File: config.mk
export PLATFORM = sky130hd
export DESIGN_NAME = traffic_light_controller
export DESIGN_NICKNAME = d
export VERILOG_FILES = /design/src/hw/rtl/tlc_pkg.sv /design/src/hw/rtl/tlc_cfg_regs.sv /design/src/hw/rtl/tlc_core.sv /design/src/hw/rtl/traffic_light_controller.sv
export VERILOG_INCLUDE_DIRS = /design/src /design/src/hw/rtl
export SDC_FILE = /design/constraint.sdc
export NUM_CORES = 1
export LEC_CHECK = 0
export BUFFER_PORTS_ARGS = -buffer_cell sky130_fd_sc_hd__buf_2
export CORE_MARGIN = 3
export CORE_UTILIZATION = 30
export DETAILED_ROUTE_END_ITERATION = 16
export PLACE_DENSITY = 0.56
export SLEW_MARGIN = 15
export SYNTH_ARGS = -nofsm -noshare
export SYNTH_HDL_FRONTEND = slang
export SYNTH_SLANG_ARGS = --single-unit
export TNS_END_PERCENT = 1
File: constraint.sdc
create_clock -name clk -period 11.3 [get_ports clk]
set_input_delay 0.565 -clock clk [delete_from_list [all_inputs] [get_ports clk]]
set_output_delay 0.565 -clock clk [all_outputs]
set_load 0.02 [all_outputs]
File: src/hw/rtl/traffic_light_controller_defines.svh
// Assertion macros shared by the traffic light controller RTL.
`ifndef TRAFFIC_LIGHT_CONTROLLER_DEFINES_SVH
`define TRAFFIC_LIGHT_CONTROLLER_DEFINES_SVH

// Same-cycle implication, checked out of reset
`define TLC_ASSERT_NOW(label, ante, cons) \
  label: assert property (@(posedge clk) disable iff (!rst_n) (ante) |-> (cons)) \
    else $error("tlc assertion failed");

// Next-cycle implication, checked out of reset
`define TLC_ASSERT_NEXT(label, ante, cons) \
  label: assert property (@(posedge clk) disable iff (!rst_n) (ante) |=> (cons)) \
    else $error("tlc assertion failed");

`endif

File: src/hw/rtl/tlc_pkg.sv
package tlc_pkg;

  // Counter and register widths
  localparam int CNT_W     = 16;
  localparam int CFG_IDX_W = 8;

  localparam logic [CNT_W-1:0] CNT_MAX = '1;

  // Register reset values
  localparam logic [CNT_W-1:0] LONG_TICKS_RST  = 16'd40000;
  localparam logic [CNT_W-1:0] AMBER_TICKS_RST = 16'd3000;
  localparam logic [CNT_W-1:0] HOLD_TICKS_RST  = 16'd3000;
  localparam logic [CNT_W-1:0] BEAT_TICKS_RST  = 16'd1000;

  // Register indexes
  localparam logic [CFG_IDX_W-1:0] CFG_LONG_TICKS  = 8'd0;
  localparam logic [CFG_IDX_W-1:0] CFG_AMBER_TICKS = 8'd1;
  localparam logic [CFG_IDX_W-1:0] CFG_HOLD_TICKS  = 8'd2;
  localparam logic [CFG_IDX_W-1:0] CFG_BEAT_TICKS  = 8'd3;

  typedef enum logic [2:0] {
    PH_START    = 3'd0,
    PH_RED      = 3'd1,
    PH_REDAMBER = 3'd2,
    PH_GREEN    = 3'd3,
    PH_AMBER    = 3'd4
  } phase_t;

  typedef struct packed {
    logic red;
    logic yellow;
    logic green;
  } lamp_t;

  typedef struct packed {
    logic [CNT_W-1:0] long_ticks;
    logic [CNT_W-1:0] amber_ticks;
    logic [CNT_W-1:0] hold_ticks;
    logic [CNT_W-1:0] beat_ticks;
  } cfg_t;

  typedef struct packed {
    logic tick;
    logic green_press;
    logic red_press;
    logic yellow_press;
    logic select_level;
  } item_t;

  typedef struct packed {
    lamp_t lamp;
    logic  heartbeat;
    logic  manual;
  } result_t;

endpackage

File: src/hw/rtl/tlc_cfg_regs.sv
module tlc_cfg_regs (
  input  logic                           clk,
  input  logic                           rst_n,
  input  logic                           cfg_wr_en,
  input  logic [tlc_pkg::CFG_IDX_W-1:0]  cfg_index,
  input  logic [tlc_pkg::CNT_W-1:0]      cfg_wdata,
  output tlc_pkg::cfg_t                  cfg
);

  tlc_pkg::cfg_t cfg_r;

  // Load the addressed register; drop writes to unknown indexes
  always_ff @(posedge clk) begin
    if (!rst_n) begin
      cfg_r.long_ticks  <= tlc_pkg::LONG_TICKS_RST;
      cfg_r.amber_ticks <= tlc_pkg::AMBER_TICKS_RST;
      cfg_r.hold_ticks  <= tlc_pkg::HOLD_TICKS_RST;
      cfg_r.beat_ticks  <= tlc_pkg::BEAT_TICKS_RST;
    end else if (cfg_wr_en) begin
      unique case (cfg_index)
        tlc_pkg::CFG_LONG_TICKS:  cfg_r.long_ticks  <= cfg_wdata;
        tlc_pkg::CFG_AMBER_TICKS: cfg_r.amber_ticks <= cfg_wdata;
        tlc_pkg::CFG_HOLD_TICKS:  cfg_r.hold_ticks  <= cfg_wdata;
        tlc_pkg::CFG_BEAT_TICKS:  cfg_r.beat_ticks  <= cfg_wdata;
        default: ;
      endcase
    end
  end

  assign cfg = cfg_r;

endmodule

File: src/hw/rtl/tlc_core.sv
module tlc_core (
  input  logic             clk,
  input  logic             rst_n,
  input  logic             step_en,
  input  tlc_pkg::item_t   item,
  input  tlc_pkg::cfg_t    cfg,
  output tlc_pkg::result_t result
);

  tlc_pkg::phase_t          phase_r, phase_nxt;
  logic [tlc_pkg::CNT_W-1:0] phase_cnt_r, phase_cnt_nxt, phase_cnt_step;
  logic [tlc_pkg::CNT_W-1:0] hold_cnt_r, hold_cnt_nxt, hold_cnt_step;
  logic [tlc_pkg::CNT_W-1:0] beat_cnt_r, beat_cnt_nxt, beat_cnt_inc;
  logic                      beat_r, beat_nxt;
  logic                      mode_r, mode_nxt;
  logic                      armed_r, armed_nxt, armed_lat;
  logic                      pend_r_r, pend_y_r, pend_g_r;
  logic                      pend_r_nxt, pend_y_nxt, pend_g_nxt;
  logic                      hold_toggle, leave_manual, lamp_load;
  tlc_pkg::lamp_t            lamp_r, lamp_nxt;

  // Latch the arm flag and advance the tick counters
  always_comb begin
    armed_lat      = armed_r | item.yellow_press;
    hold_cnt_step  = hold_cnt_r;
    phase_cnt_step = phase_cnt_r;
    beat_cnt_inc   = beat_cnt_r;
    beat_cnt_nxt   = beat_cnt_r;
    beat_nxt       = beat_r;
    if (item.tick) begin
      if (armed_lat && hold_cnt_r != tlc_pkg::CNT_MAX) begin
        hold_cnt_step = hold_cnt_r + 16'd1;
      end
      if (phase_cnt_r != tlc_pkg::CNT_MAX) begin
        phase_cnt_step = phase_cnt_r + 16'd1;
      end
      if (beat_cnt_r != tlc_pkg::CNT_MAX) begin
        beat_cnt_inc = beat_cnt_r + 16'd1;
      end
      if (beat_cnt_inc >= cfg.beat_ticks) begin
        beat_cnt_nxt = '0;
        beat_nxt     = ~beat_r;
      end else begin
        beat_cnt_nxt = beat_cnt_inc;
      end
    end
  end

  // Check the select hold and toggle the mode
  always_comb begin
    hold_toggle  = armed_lat && item.select_level && (hold_cnt_step >= cfg.hold_ticks);
    leave_manual = hold_toggle && mode_r;
    mode_nxt     = mode_r ^ hold_toggle;
    armed_nxt    = armed_lat && item.select_level && !hold_toggle;
    if (armed_lat && !armed_nxt) begin
      hold_cnt_nxt = '0;
    end else begin
      hold_cnt_nxt = hold_cnt_step;
    end
  end

  // Phase sequencer next state
  always_comb begin
    phase_nxt     = phase_r;
    phase_cnt_nxt = phase_cnt_step;
    lamp_load     = 1'b0;
    if (!mode_r) begin
      unique case (phase_r)
        tlc_pkg::PH_RED: begin
          if (phase_cnt_step >= cfg.long_ticks) begin
            phase_nxt     = tlc_pkg::PH_REDAMBER;
            phase_cnt_nxt = '0;
            lamp_load     = 1'b1;
          end
        end
        tlc_pkg::PH_REDAMBER: begin
          if (phase_cnt_step >= cfg.amber_ticks) begin
            phase_nxt     = tlc_pkg::PH_GREEN;
            phase_cnt_nxt = '0;
            lamp_load     = 1'b1;
          end
        end
        tlc_pkg::PH_GREEN: begin
          if (phase_cnt_step >= cfg.long_ticks) begin
            phase_nxt     = tlc_pkg::PH_AMBER;
            phase_cnt_nxt = '0;
            lamp_load     = 1'b1;
          end
        end
        tlc_pkg::PH_AMBER: begin
          if (phase_cnt_step >= cfg.amber_ticks) begin
            phase_nxt     = tlc_pkg::PH_RED;
            phase_cnt_nxt = '0;
            lamp_load     = 1'b1;
          end
        end
        default: begin
          // start phase: go to red, count kept
          phase_nxt = tlc_pkg::PH_RED;
          lamp_load = 1'b1;
        end
      endcase
    end
    if (leave_manual) begin
      phase_nxt     = tlc_pkg::PH_START;
      phase_cnt_nxt = '0;
    end
  end

  // Lamp outputs and latched presses
  always_comb begin
    lamp_nxt   = lamp_r;
    pend_r_nxt = pend_r_r | item.red_press;
    pend_y_nxt = pend_y_r | item.yellow_press;
    pend_g_nxt = pend_g_r | item.green_press;
    if (mode_r) begin
      priority if (pend_r_nxt) begin
        lamp_nxt   = '{red: 1'b1, yellow: 1'b0, green: 1'b0};
        pend_r_nxt = 1'b0;
      end else if (pend_y_nxt) begin
        lamp_nxt   = '{red: 1'b0, yellow: 1'b1, green: 1'b0};
        pend_y_nxt = 1'b0;
      end else if (pend_g_nxt) begin
        lamp_nxt   = '{red: 1'b0, yellow: 1'b0, green: 1'b1};
        pend_g_nxt = 1'b0;
      end
    end else if (lamp_load) begin
      lamp_nxt.red    = (phase_nxt == tlc_pkg::PH_RED) || (phase_nxt == tlc_pkg::PH_REDAMBER);
      lamp_nxt.yellow = (phase_nxt == tlc_pkg::PH_REDAMBER) || (phase_nxt == tlc_pkg::PH_AMBER);
      lamp_nxt.green  = (phase_nxt == tlc_pkg::PH_GREEN);
    end
    if (leave_manual) begin
      lamp_nxt = '0;
    end
  end

  // Commit state for each transaction
  always_ff @(posedge clk) begin
    if (!rst_n) begin
      phase_r     <= tlc_pkg::PH_START;
      phase_cnt_r <= '0;
      hold_cnt_r  <= '0;
      beat_cnt_r  <= '0;
      beat_r      <= 1'b0;
      mode_r      <= 1'b0;
      armed_r     <= 1'b0;
      pend_r_r    <= 1'b0;
      pend_y_r    <= 1'b0;
      pend_g_r    <= 1'b0;
      lamp_r      <= '0;
    end else if (step_en) begin
      phase_r     <= phase_nxt;
      phase_cnt_r <= phase_cnt_nxt;
      hold_cnt_r  <= hold_cnt_nxt;
      beat_cnt_r  <= beat_cnt_nxt;
      beat_r      <= beat_nxt;
      mode_r      <= mode_nxt;
      armed_r     <= armed_nxt;
      pend_r_r    <= pend_r_nxt;
      pend_y_r    <= pend_y_nxt;
      pend_g_r    <= pend_g_nxt;
      lamp_r      <= lamp_nxt;
    end
  end

  assign result.lamp      = lamp_nxt;
  assign result.heartbeat = beat_nxt;
  assign result.manual    = mode_nxt;

endmodule

File: src/hw/rtl/traffic_light_controller.sv
// Traffic light controller.
// Input channel: one transaction per sample (in_tick, three button press
// flags, in_select_level) on in_valid / in_stall. Output channel: one
// transaction per sample with the three lamp drives, the heartbeat LED and
// the mode flag on out_valid / out_stall.
// Each sample is captured in an input register, runs through the mode,
// phase and hold logic, and lands in the result register, from which
// out_valid is driven; one sample is taken every cycle as long as the
// result side keeps up.
// When out_stall holds the result register full, the sample in the input
// register waits and in_stall follows out_stall in the same cycle; with the
// input register empty a new sample is still taken.
// Registers 0..3 (phase, amber, hold, heartbeat ticks) are written through
// cfg_wr_en / cfg_index / cfg_wdata; the user must write them only while
// no transaction is in flight (not enforced); unknown indexes are dropped.
// Synchronous reset empties both registers, reloads the default tick
// counts and restarts the light at the start phase in automatic mode.
`include "traffic_light_controller_defines.svh"

module traffic_light_controller (
  input  logic                          clk,
  input  logic                          rst_n,
  input  logic                          in_valid,
  output logic                          in_stall,
  input  logic                          in_tick,
  input  logic                          in_green_press,
  input  logic                          in_red_press,
  input  logic                          in_yellow_press,
  input  logic                          in_select_level,
  output logic                          out_valid,
  input  logic                          out_stall,
  output logic                          out_red_lamp,
  output logic                          out_yellow_lamp,
  output logic                          out_green_lamp,
  output logic                          out_heartbeat_led,
  output logic                          out_manual_mode,
  input  logic                          cfg_wr_en,
  input  logic [tlc_pkg::CFG_IDX_W-1:0] cfg_index,
  input  logic [tlc_pkg::CNT_W-1:0]     cfg_wdata
);

  tlc_pkg::cfg_t    cfg;
  tlc_pkg::item_t   item_r;
  tlc_pkg::result_t result, result_r;
  logic             in_valid_r, out_valid_r;
  logic             out_free, step_en, in_take;

  // Handshake control
  assign out_free = !out_valid_r || !out_stall;
  assign step_en  = in_valid_r && out_free;
  assign in_stall = in_valid_r && !out_free;
  assign in_take  = in_valid && !in_stall;

  tlc_cfg_regs u_cfg (
    .clk       (clk),
    .rst_n     (rst_n),
    .cfg_wr_en (cfg_wr_en),
    .cfg_index (cfg_index),
    .cfg_wdata (cfg_wdata),
    .cfg       (cfg)
  );

  // Capture the input transaction
  always_ff @(posedge clk) begin
    if (!rst_n) begin
      in_valid_r <= 1'b0;
    end else if (!in_stall) begin
      in_valid_r <= in_valid;
    end
  end

  always_ff @(posedge clk) begin
    if (in_take) begin
      item_r <= '{tick: in_tick, green_press: in_green_press, red_press: in_red_press,
                  yellow_press: in_yellow_press, select_level: in_select_level};
    end
  end

  tlc_core u_core (
    .clk     (clk),
    .rst_n   (rst_n),
    .step_en (step_en),
    .item    (item_r),
    .cfg     (cfg),
    .result  (result)
  );

  // Hold the result until it is taken
  always_ff @(posedge clk) begin
    if (!rst_n) begin
      out_valid_r <= 1'b0;
    end else if (out_free) begin
      out_valid_r <= in_valid_r;
    end
  end

  always_ff @(posedge clk) begin
    if (step_en) begin
      result_r <= result;
    end
  end

  assign out_valid         = out_valid_r;
  assign out_red_lamp      = result_r.lamp.red;
  assign out_yellow_lamp   = result_r.lamp.yellow;
  assign out_green_lamp    = result_r.lamp.green;
  assign out_heartbeat_led = result_r.heartbeat;
  assign out_manual_mode   = result_r.manual;

  `TLC_ASSERT_NOW(a_no_red_green, out_valid_r, !(out_red_lamp && out_green_lamp))
  `TLC_ASSERT_NEXT(a_move_forward, in_valid_r && !out_valid_r, out_valid_r)
  `TLC_ASSERT_NEXT(a_drain_empty, out_valid_r && !out_stall && !in_valid_r, !out_valid_r)

endmodule
### Word-level counts from Yosys, hierarchy flattened

Cells that the tools add are included.

| cells by class | value |
|---|---|
| add/sub/neg operators | 3 |
| magnitude comparators | 4 |
| equality and inequality tests | 14 |
| muxes and demuxes | 38 |
| bitwise operators | 6 |
| reductions and logical operators | 26 |

Operators by type and width:

| operator | number |
|---|---|
| $mux 16 | 12 |
| $ge 16x16->1 | 4 |
| $add 16x1->16 const B | 3 |
| $ne 16x16->1 const B | 3 |
| $mux 3 | 12 |
| $pmux 16 s2 | 1 |
| $eq 8x2->1 const B | 2 |
| $eq 3x2->1 const B | 4 |
| $pmux 3 s4 | 1 |
| $mux 1 | 11 |
| $reduce_and 2->1 | 5 |
| $logic_and 1x1->1 | 9 |
| $eq 8x1->1 const B | 1 |
| $logic_not 8->1 | 1 |
| $eq 3x1->1 const B | 2 |
| $eq 3x3->1 const B | 2 |
| $logic_not 1->1 | 6 |
| $or 1x1->1 | 4 |
| $reduce_or 2->1 | 2 |
| $logic_or 1x1->1 | 3 |
| $pmux 1 s2 | 1 |
| $not 1->1 | 1 |
| $xor 1x1->1 | 1 |

| storage, ports and cells | value |
|---|---|
| register bits | 136 |
| input port bits | 34 |
| output and inout port bits | 7 |
| word-level logic and storage cells | 120 |

### Depth between registers and ports, before layout

Gate-level depths: netlist of run 1.

| logic depth | value |
|---|---|
| depth in word-level cells | 13 |
| gate-level depth with buffers | 20 |
| gate-level depth less buffers | 19 |

### Modules after synthesis

A second synthesis of run 1 with hierarchy kept.

| second synthesis, totals | value |
|---|---|
| cells, all modules | 936 |
| area total of the unflattened synthesis | 8186.6 sq um |

Modules (own cells, without submodules):

| module | instances | cells an instance | area an instance (sq um) | seq. area each (sq um) |
|---|---|---|---|---|
| tlc_core | 1 | 676 | 5228.8 | 1201.2 |
| tlc_cfg_regs | 1 | 242 | 2573.7 | 1281.2 |
| traffic_light_controller | 1 | 18 | 384.1 | 340.3 |

### Worst setup path after synthesis of run 1

OpenSTA, ideal clock, no wires.

| timing | value |
|---|---|
| kind | reg-to-reg |
| from | register u_core.hold_cnt_r[0] (netlist name) |
| to | register u_core.lamp_r[1] (netlist name) |
| setup time | 101 ps |
| arrival | 4655 ps |
| required time | 11199 ps |
| slack | 6544 ps |
| stages on the path, launching flop included | 20 |
| path through | dfxtp_1 -> ha_1 -> and4_1 -> a211oi_1 -> nand4_1 -> nor2_1 -> xor2_1 -> ha_1 -> a21o_1 -> a21o_1 -> a221o_1 -> a221oi_1 -> o21ai_0 -> and3b_1 -> ha_1 -> or4b_2 -> o21ai_0 -> a211oi_1 -> o211a_1 -> o41ai_1 |

| between the ends | value |
|---|---|
| cells in the longest elaborated chain, start to end | 13 |

Ends and longest elaborated chain:

| element | RTL line | RTL |
|---|---|---|
| from (decl) | tlc_core.sv:12 | `logic [tlc_pkg::CNT_W-1:0] hold_cnt_r, hold_cnt_nxt, hold_cnt_step;` |
| from (signal assigned) | tlc_core.sv:154 | `hold_cnt_r <= hold_cnt_nxt;` |
| branches (longest 3 deep; another with $add 16x1->16) | - |  |
| $mux 16 (*) | tlc_core.sv:30 | `if (item.tick) begin` |
| $ge 16x16->1 (*) | tlc_core.sv:51 | `hold_toggle = armed_lat && item.select_level && (hold_cnt_step >= cfg.hold_ticks);` |
| $logic_and 1x1->1 (*) | tlc_core.sv:51 |  |
| $logic_and 1x1->1 (*) | tlc_core.sv:52 | `leave_manual = hold_toggle && mode_r;` |
| $mux 3 | tlc_core.sv:104 | `if (leave_manual) begin` |
| $eq 3x2->1 / $eq 3x3->1 (equally long branches) | tlc_core.sv:129 | `lamp_nxt.yellow = (phase_nxt == tlc_pkg::PH_REDAMBER) \|\| (phase_nxt == tlc_pkg::PH_AMBER);` |
| $logic_or 1x1->1 | tlc_core.sv:129 |  |
| $mux 3 | tlc_core.sv:127 | `end else if (lamp_load) begin` |
| $mux 3 | tlc_core.sv:116 | `if (mode_r) begin` |
| $mux 3 (*) | tlc_core.sv:132 | `if (leave_manual) begin` |
| to (signal assigned) | tlc_core.sv:162 | `lamp_r <= lamp_nxt;` |
| to (decl) | tlc_core.sv:20 | `tlc_pkg::lamp_t lamp_r, lamp_nxt;` |

Every way passes the cells marked *.
A chain may end at the register's enable or synchronous reset.

### Worst setup path after layout of run 1

| timing | value |
|---|---|
| from | register u_core.hold_cnt_r[0] (netlist name) |
| to | register u_core.phase_cnt_r[4] (netlist name) |

| between the ends | value |
|---|---|
| cells in the longest elaborated chain, start to end | 8 |

Ends and longest elaborated chain:

| element | RTL line | RTL |
|---|---|---|
| branches (longest 3 deep; another with $add 16x1->16) | - |  |
| $mux 16 (*) | tlc_core.sv:30 |  |
| $ge 16x16->1 (*) | tlc_core.sv:51 |  |
| $logic_and 1x1->1 (*) | tlc_core.sv:51 |  |
| $logic_and 1x1->1 (*) | tlc_core.sv:52 |  |
| $mux 16 (*) | tlc_core.sv:104 |  |
| to (signal assigned) | tlc_core.sv:153 | `phase_cnt_r <= phase_cnt_nxt;` |
| to (decl) | tlc_core.sv:11 | `logic [tlc_pkg::CNT_W-1:0] phase_cnt_r, phase_cnt_nxt, phase_cnt_step;` |

Marked as above.

==> run metrics, run 1 <==
outcome=finished clean; post-synthesis sequential area ratio=35.9%; worst-margin pin slew=roughly 1 ns; Hold Path Depth=1; Pwr Total=1.11 mW; Synth Area in Adders=a little over a tenth; Crit Path Class=reg -> reg; CP arrival=~6.6 ns; Avg Inst Size Synth=slightly above 8 um2; CTS tree=built; Worst Path Buf+Inv=0; Core Footprint=25500 um2; row cnt=58; largest family of logic cells by synthesized area=simple AND/OR/NAND/NOR gates; reg2reg end=u_core.phase_cnt_r[4]; Initial Util=between 30% and 40%; Post-Syn Area=about 7900 um2; Worst path depth=18; CP peak stage delay=0.76 ns; Nets=1078; Die Span X=roughly 170 um; Root Driver=clkbuf_16; number of buffers added on ports=40; Final setup viols=0; clock buffer depth=2; DR iter-0 viols=around 360; H-tree depth=4; RSZ-0062 raised after global routing=no; max-cap violations=0; Req. time, crit path=11.65 ns; startpoint types=register; antenna cells=0; hold_buf cts=0; clk_lat worst skew=approximately 0.42 ns; mux share of post-synthesis cell area=2.26%; Syn Inst Count=949; synth top area cells=dfxtp_1 (32%), ha_1 (11%), nand2_1 (7.4%); Post-synth EDFFs=10; RR Startpoint=u_core.hold_cnt_r[0]; DR DRC count=0; final cycle utilization of the critical path=54.9%; post-CTS setup buffer count=0; crit-path cells=ha_1 -> and4_1 -> a211oi_2 -> nand4_1 -> nor2_1 -> xor2_1 -> ha_1 -> a21o_1 -> a21o_1 -> a221o_1 -> a221oi_1 -> o21ai_0 -> and3b_1 -> ha_1 -> nand2b_1 -> nor2_1 -> nand2_1 -> o22ai_1; R2R depth=18; final worst hold slack=around 0.31 ns; largest net degree at the start of global routing=60; Max rail drop VDD=roughly 94 uV; Clock transition at path regs=0.06 ns; CP startpoint=u_core.hold_cnt_r[0]; critical path's top delay family=simple AND/OR/NAND/NOR gates; antenna viol nets, final=0; fin util=35.1%; share of cells above drive strength 1=10.9%; crit-path max FO=14; Pleak=3.60 nW; fmax=0.161 GHz; worst relative slew slack=34.6%; hold_sp=in_select_level; initial antenna violation count=0; post-synthesis compound-gate area fraction=19.6%; first-pass GRT wire length=33600 um; register bit total from synthesis=136; endpoints failing hold=0; dpl hpwl=14700 um; die height=168 um; top cell type by total area after synthesis=dfxtp_1; vias in the first global route=6240; total power per unit cell area=roughly 120 nW/um2; Vias=around 6700; slack of the worst reg-to-reg path=5.10 ns; Inserted Clock Buffers=17; total wire length=20700 um; cts repair resizes=0; setup total negative slack=0 ns; Simple-Gate Fraction of Synth Area=21.2%; DRT Pass-1 Iters=6; Hold Crit Class=in -> reg; remaining global-route overflow=0; syn nets=1051; top_reg_cell synth=dfxtp_1; Slowest cell on crit path=nor2_1; Placer Congestion=0.830; number of sinks on the clock net=136; Layout Area Growth over Synthesis=13.7%; # IOs=41; cell repeated most along the worst path=ha_1; Synth top area share=32.1%; vias per cell=5.07; xor/xnor cell area share of the yosys netlist=3.90%; wire per inst=15.7 um; Slew Viols, Final=0; fin crit period=a little over 6 ns; Yosys cell types=73; GRT Total Usage=14.8%; DIE AREA=28200 um2; post-synthesis async set-or-reset flop share=0%; CP Capture Type=register; synth warn=0; post-route clock skew=0.00996 ns; hold endpoint=item_r[0]
## Yosys cell counts, drive strengths merged (3+ instances only)
master	count
or3	10
a221oi	3
nand2	156
o21a	6
ha	68
a211oi	7
xor2	15
a21o	15
nor4	14
a211o	3
and3	7
o22ai	7
o211ai	28
nor3	26
and4	4
mux2	6
o21ai	29
xnor2	20
o31ai	5
inv	85
nor2b	5
a32o	17
or2	3
nand4	14
nor2	49
nand3	33
mux2i	11
a31oi	10
edfxtp	10
clkbuf	30
buf	10
nand2b	11
a2111oi	4
dfxtp	126
o41ai	3
a21oi	79
## cells by family after synthesis
kind of cell	after synthesis
adders and majority gates	68
and+or+nand+nor	344
buffers and inverters	126
AOI/OAI and AO/OA	223
muxes	17
DFF	136
xor gates and xnor gates	35
## worst max path at each step
| stage | to |
|---|---|
| CTS | u_core.phase_cnt_r[4] |
| floorplan | u_core.lamp_r[1] |
| finish | u_core.phase_cnt_r[4] |
| global placement | u_core.phase_cnt_r[4] |
| global route | u_core.phase_cnt_r[4] |
| detailed placement | u_core.phase_cnt_r[4] |
## worst register-to-register path, stage by stage, from the launching register on
cell and delay (ns):
dfxtp_1 0.37, ha_1 0.30, and4_1 0.23, a211oi_2 0.66, nand4_1 0.39, nor2_1 0.21, xor2_1 0.25, ha_1 0.29
a21o_1 0.18, a21o_1 0.17, a221o_1 0.30, a221oi_1 0.34, o21ai_0 0.21, and3b_1 0.25, ha_1 0.34, nand2b_1 0.28
nor2_1 0.76, nand2_1 0.36, o22ai_1 0.25
## layout by cell type, fill, tap and decap left out, types with 5 or more instances in the layout
cell type,n
or3_1,8
o22ai_1,7
dfxtp_1,126
and3_1,6
xnor2_1,20
a21o_1,15
nor3_1,24
nand2b_1,10
nor2b_1,5
ha_1,68
o21a_1,6
o211ai_1,28
a211oi_1,6
buf_4,8
a21oi_1,78
o21ai_0,20
o31ai_1,5
nand3_1,31
buf_2,40
nor2_1,49
nand4_1,13
inv_1,83
a31oi_1,9
o21ai_1,8
nand2_1,156
xor2_1,15
nor4_1,13
mux2i_1,11
clkbuf_16,17
a32o_1,17
edfxtp_1,10
## per-layer routing
metal  GRT usage, %  share of wire [%]  wire length (um)  up-vias
li1               -                  -                 -     3425
met1           21.9                 51             10600     3097
met2           21.8                 43              8890      143
met3           2.72                4.5               925       25
met4           4.48                1.7               347        0
met5              0                  0                 0        -
## registers in the layout, indices dropped and copies added, names as in the netlist, 3 cells and up
signal              cells
item_r                  5
u_cfg.cfg              64
u_core.beat_cnt_r      16
u_core.hold_cnt_r      16
u_core.lamp_r           3
u_core.phase_cnt_r     16
u_core.phase_r          3
## through the flow
| stage | area (um2) | cells | setup WS, ns |
|---|---|---|---|
| floorplan | 7860 | 949 | 6.54 |
| global placement | 8370 | 1287 | 4.97 |
| detailed placement | 8370 | 1287 | 4.74 |
| CTS | 8930 | 1319 | 4.71 |
| global route | 8940 | 1319 | 4.51 |
| finish | 8940 | 1319 | 5.10 |
## power breakdown
part	total (mW)	internal [mW]	switching (mW)
logic	0.0703	0.0231	0.0471
registers	0.499	0.492	0.00679
clock network	0.542	0.319	0.222
total	1.11	0.834	0.276
## cell type report
class                   count  area, um2
inverters                  86        323
clock buffers              21        470
fillers                  2659      16500
well taps                 330        413
clock inverters            11       98.8
repair buffers             48        260
multi-input cells         687       4550
flip-flops and latches    136       2820
Power figures use the tool's default switching activity.
==> run 2: changes to the inputs <==
ABC_AREA = 1   (was default)
PLACE_DENSITY = 0.58   (was 0.56)
clock period = 5.3 ns   (was 11.3 ns; I/O delays follow)
==> run 2 against run 1 <==
Synthesized cell count up 13%. Critical path depth up 13. Routed wire length down 5.0%. Sequential power up 110%. Critical path type unchanged. Critical endpoint is now out_green_lamp.
==> run metrics, run 2 <==
outcome=finished clean; CTS tree=built; wire per inst=13.6 um (-13%); Placed Cells=1414 (+9.9%); Clk pwr share=48.0% (-0.8 points); Slowest cell on crit path=dfxtp_1; Req. time, crit path=5.48 ns (-6.17 ns); RSZ-0062 raised after global routing=no; CP Capture Type=register; hold_buf cts=2 (+2); post-CTS setup buffer count=0 (unchanged); cell repeated most along the worst path=nand2_1; post-synthesis sequential area ratio=36.3% (+0.41 points); most common cell after layout, fill and taps aside=nand2_1; fmax=0.257 GHz (+59%); final cycle utilization of the critical path=73.5% (+19 points); Layout Area Growth over Synthesis=14.6%; Worst Path Buf+Inv=6 (+6); worst-margin pin slew=0.834 ns (-0.147 ns); number of sinks on the clock net=136 (unchanged); top_reg_cell synth=dfxtp_1; fin crit period=3.90 ns (-2.30 ns); sw frac=25.1% (+0.20 points); DIE AREA=27900 um2 (-1.1%); Reg power frac=44.6% (-0.3 points); Pleak=4.04 nW (+12%); CP peak stage delay=0.34 ns (-0.42 ns); GRT Total Usage=14.6% (-0.16 points); crit-path max FO=6 (-8); Post-synth EDFFs=10 (unchanged); DR DRC count=0 (unchanged); total power per unit cell area=268 nW/um2 (+120%); clock buffer depth=2 (unchanged); CP arrival=4.07 ns (-2.48 ns); worst relative slew slack=43.9% (+9.3 points); register bit total from synthesis=136 (unchanged); slack of the worst reg-to-reg path=1.40 ns (-3.70 ns); largest net degree at the start of global routing=49 (-18%); Gate power share=7.4% (+1.1 points); Placer Congestion=0.865 (+4.1%); Finished Layout Cells=1448 (+9.8%); Yosys cell types=39 (-47%); number of buffers added on ports=40 (unchanged); DRT Pass-1 Iters=6 (unchanged); max FFs per register=64 (unchanged); Vias=6817 (+1.9%); vias per cell=4.71 (-7.2%); Crit Path Class=reg -> reg; Die Span X=167 um (-0.54%); DR iter-0 viols=455 (+26%); Avg Inst Size Synth=7.24 um2 (-13%); # IOs=41 (unchanged); post-route clock skew=0.0119 ns (+0.00199 ns); max-cap violations=0 (unchanged); share of cells above drive strength 1=9.39% (-1.5 points); Max rail drop VDD=217 uV (+130%); Synth top cells by count=nand2_1 (193), inv_1 (163), a21oi_1 (150), dfxtp_1 (126), o21ai_0 (88); switching pwr=598 uW (+120%); antenna viol nets, final=0 (unchanged); Inserted Clock Buffers=17 (unchanged); Final setup viols=0 (unchanged); Post-Syn Area=7770 um2 (-1.1%); Hold Crit Class=in -> reg; Initial Util=30.7% (-0.17 points); Slew Viols, Final=0 (unchanged); row cnt=58 (unchanged); post-synthesis async set-or-reset flop share=0% (unchanged); Syn Inst Count=1073 (+13%); critical path's top delay family=simple AND/OR/NAND/NOR gates; Int Pwr=1.79 mW (+110%); dpl hpwl=14600 um (-0.30%); most frequent cells in the layout=nand2_1 (193), inv_1 (163), a21oi_1 (150), dfxtp_1 (126), o21ai_0 (88); antenna cells=0 (unchanged); Pwr Total=2.39 mW (+110%); setup ws final=1.40 ns (-3.70 ns); most frequent cell after synthesis=nand2_1; Nets=1208 (+12%); cts repair resizes=0 (unchanged); initial antenna violation count=0 (unchanged); Root Driver=clkbuf_16; syn nets=1175 (+12%); vias in the first global route=6482 (+3.9%); Clock transition at path regs=0.06 ns (about the same); synth warn=0 (unchanged); endpoints failing hold=0 (unchanged); Core Footprint=25300 um2 (-0.57%); clk_lat worst skew=0.43 ns (about the same); H-tree depth=4 (unchanged); Setup WS pre-CTS=1.42 ns (-3.31 ns); startpoint types=register; Synth top area share=32.4% (+0.37 points); first-pass GRT wire length=33200 um (-1.4%); remaining global-route overflow=0 (unchanged); die height=167 um (-0.54%); setup total negative slack=0 ns (unchanged); total wire length=19700 um (-5.0%); top cell type by total area after synthesis=dfxtp_1; synth top area cells=dfxtp_1 (32%), ha_1 (11%), a21oi_1 (9.7%); Filler Cells Inserted=2642 (-0.64%)
==> run 2: layer usage <==
layer | global-route usage [%] | up-vias | wire length, um
met4 | 4.66 | 0 | 374
met5 | 0 | - | 0
met3 | 2.75 | 29 | 469
met1 | 18.8 | 3112 | 9150
li1 | - | 3590 | -
met2 | 24.9 | 86 | 9710
==> run 2: worst paths after layout <==
path                          endpoint  depth (start not counted)                 start
setup / recovery        out_green_lamp                         31  u_core.hold_cnt_r[0]
hold / removal               item_r[0]                          1       in_select_level
setup reg to reg        out_green_lamp                         31  u_core.hold_cnt_r[0]
hold reg to reg   u_core.beat_cnt_r[2]                          2  u_core.beat_cnt_r[2]
==> run 2: logic make-up (layout without fill, tap and decap cells) <==
group | Yosys count | after routing | share of synthesized area, %
compound gates | 270 | 270 | 18.5
buf+inv | 205 | 250 | 9.96
flops | 136 | 136 | 36.3
simple gates | 358 | 358 | 19.9
xor+xnor | 36 | 36 | 4.35
fa+ha+maj | 68 | 68 | 10.9
==> run 2: cell type report <==
| type | instances | area [um2] | share of cell area, % |
|---|---|---|---|
| multi-input combinational | 732 | 4190 | 47.0 |
| clock buffer | 21 | 470 | 5.28 |
| inverter | 168 | 631 | 7.08 |
| tap | 330 | 413 | 4.63 |
| clock inverter | 10 | 93.8 | 1.05 |
| timing repair buffer | 51 | 290 | 3.26 |
| sequential | 136 | 2820 | 31.7 |
==> run 2: worst reg2reg max path: cells and delay by family (launching register included) <==
kind	cells	cell delay (ns)
buf+inv	6	0.38
xor+xnor	1	0.17
fa+ha+maj	3	0.74
flops	1	0.34
compound gates	1	0.08
simple gates	20	1.97
==> run 2: power by group through the flow <==
stage               Sequential, mW  Combinational (mW)  Clock, mW
finish                        1.06               0.176       1.14
global route                  1.07               0.201       1.21
detailed placement            1.09               0.174          0
global placement              1.09               0.173          0
CTS                           1.06               0.176       1.16
floorplan                     1.09               0.112          0
==> run 2: through the flow <==
step	hold slack (ns)	area, um2	utilization, %
3_3_place_gp	0.443	8310	32.8
3_5_place_dp	0.443	8310	32.8
5_1_grt	0.00359	8910	35.2
2_1_floorplan	0.364	7770	-
4_1_cts	0.00359	8890	35.1
6_report	0.0179	8910	35.2
==> run 3: changes to the inputs <==
PLACE_DENSITY = 0.56   (was 0.58)
clock period = 3.8 ns   (was 5.3 ns; I/O delays follow)
==> run 3 against run 2 <==
Global-route usage is 0.51 points lower. Power is 41% higher. Sequential share of layout area is 1.3 points lower. Non-clock buffer count is 31 higher.
==> run metrics, run 3 (synthesized netlist as in run 2, its figures left out) <==
Setup WS pre-CTS=0.0476 ns (-1.37 ns); vias per cell=4.69 (-0.30%); initial antenna violation count=0 (unchanged); endpoints failing hold=0 (unchanged); number of buffers added on ports=40 (unchanged); remaining global-route overflow=0 (unchanged); H-tree depth=4 (unchanged); Die Span X=167 um (unchanged); M1 GR Usage=18.0% (-0.80 points); Initial Util=30.7% (unchanged); RSZ-0062 raised after global routing=yes; vias in the first global route=6547 (+1.0%); total wire length=20000 um (+1.5%); placed cell areas=8460 um2 (+1.8%); Final setup viols=0 (unchanged); largest net degree at the start of global routing=59 (+20%); final worst hold slack=0.0314 ns (+0.0135 ns); cell repeated most along the worst path=nand2_1; clock buffer depth=2 (unchanged); max FFs per register=64 (unchanged); antenna cells=0 (unchanged); GRT Total Usage=14.1% (-0.51 points); reg2reg end=out_yellow_lamp; crit path capture=out_yellow_lamp; fin crit period=3.67 ns (-0.224 ns); most frequent cells in the layout=nand2_1 (188), inv_1 (159), a21oi_1 (149), dfxtp_1 (124), o21ai_0 (86); worst-margin pin slew=1.09 ns (+0.252 ns); Slowest cell on crit path=dfxtp_4; max-cap violations=0 (unchanged); Placer Congestion=0.845 (-2.3%); DRT Pass-1 Iters=5 (-1); Pleak=4.21 nW (+4.2%); post-route cell area=9310 um2 (+4.4%); Slew Viols, Final=0 (unchanged); Placed Cells=1433 (+1.3%); Max rail drop VDD=280 uV (+29%); setup ws final=0.127 ns (-1.28 ns); Filler Cells Inserted=2562 (-3.0%); Req. time, crit path=3.98 ns (-1.50 ns); Finished Layout Cells=1480 (+2.2%); Nets=1239 (+2.6%); Inserted Clock Buffers=17 (unchanged); Clock transition at path regs=0.06 ns (about the same); most common cell after layout, fill and taps aside=nand2_1; worst relative slew slack=27.5% (-16 points); clk_lat worst skew=0.42 ns (about the same); final cycle utilization of the critical path=96.7% (+23 points); die height=167 um (unchanged); Hold Crit Class=in -> reg; Core Footprint=25300 um2 (unchanged); grt peak-use layer=met2; # IOs=41 (unchanged); DR iter-0 viols=505 (+11%); RR Startpoint=u_core.hold_cnt_r[0]; CP arrival=3.85 ns (-0.22 ns); dpl hpwl=14300 um (-2.4%); Crit Path Class=reg -> reg; post-route clock skew=0.0103 ns (-0.00166 ns); number of sinks on the clock net=136 (unchanged); share of cells above drive strength 1=14.2% (+4.8 points); startpoint types=register; first-pass GRT wire length=32300 um (-2.7%); wire per inst=13.5 um (-0.73%); crit-path max FO=4 (-2); total power per unit cell area=362 nW/um2 (+35%); Layout Area Growth over Synthesis=19.7%; CTS tree=built; CP startpoint=u_core.hold_cnt_r[0]; DR DRC count=0 (unchanged); Root Driver=clkbuf_16; CP peak stage delay=0.36 ns (+0.02 ns); routing usage on met3=2.47% (-0.28 points); setup total negative slack=0 ns (unchanged); fmax=0.272 GHz (+6.1%); row cnt=58 (unchanged); slack of the worst reg-to-reg path=0.13 ns (-1.28 ns); R2R depth=31 (unchanged); antenna viol nets, final=0 (unchanged); outcome=finished clean; DIE AREA=27900 um2 (unchanged); CP Capture Type=register; GR Util met2=24.2% (-0.65 points); Vias=6947 (+1.9%)
[run 3: cell count changes in the layout (fill, tap and decap cells not counted), sizes merged]
cell and change:
dlygate4sd3 +2, clkinv -2, buf +29, inv +3, clkinvlp +1, clkbuf -1
[run 3: worst min path at each step]
stage / startpoint / end / slack, ns / depth (start not counted)
floorplan: in_select_level / item_r[0] / 0.29 / 0
global route: cfg_wdata[6] / u_cfg.cfg[6] / 0.04 / 3
finish: cfg_wdata[6] / u_cfg.cfg[54] / 0.03 / 3
detailed placement: in_green_press / item_r[3] / 0.37 / 1
CTS: cfg_wdata[6] / u_cfg.cfg[54] / 0.02 / 3
global placement: in_green_press / item_r[3] / 0.37 / 1
[run 3: layer usage]
layer / vias up / wire length [um]
li1: 3663 / -
met1: 3131 / 9490
met2: 132 / 9570
met3: 21 / 613
met4: 0 / 325
met5: - / 0
[run 3: timing repair]
item / in CTS / in global routing
buffers inserted: 0 / 10
hold endpoints to repair: 5 / 0
resized for setup: 0 / 38
hold buffers: 5 / 0
setup endpoints to repair: 0 / 24
[run 3: where the power goes]
part           leakage (nW)  internal [mW]  total (mW)  switching (mW)
logic                  2.82         0.0946       0.276           0.181
registers              1.12           1.47        1.48          0.0149
clock network         0.280          0.944        1.61           0.668
[run 3: critical path, delay by kind of cell (launching register included)]
kind | cells | cell delay [ns]
and+or+nand+nor | 20 | 1.78
adders and majority gates | 3 | 0.59
DFF | 1 | 0.36
AOI/OAI and AO/OA | 2 | 0.30
buffers and inverters | 5 | 0.23
xor gates and xnor gates | 1 | 0.18
[run 3: cell type report]
| cell class | count | area (um2) | area share [%] |
|---|---|---|---|
| Clock buffer | 20 | 457 | 4.91 |
| Multi-Input combinational cell | 732 | 4320 | 46.5 |
| Clock inverter | 12 | 115 | 1.24 |
| Tap cell | 330 | 413 | 4.44 |
| Timing Repair Buffer | 82 | 541 | 5.81 |
| Inverter | 168 | 631 | 6.78 |
| Sequential cell | 136 | 2830 | 30.4 |
[run 3: through the flow]
stage,power [mW],util [%]
finish,3.37,36.8
global route,3.50,36.8
CTS,3.40,35.9
detailed placement,1.77,33.4
global placement,1.77,33.4
floorplan,1.67,-
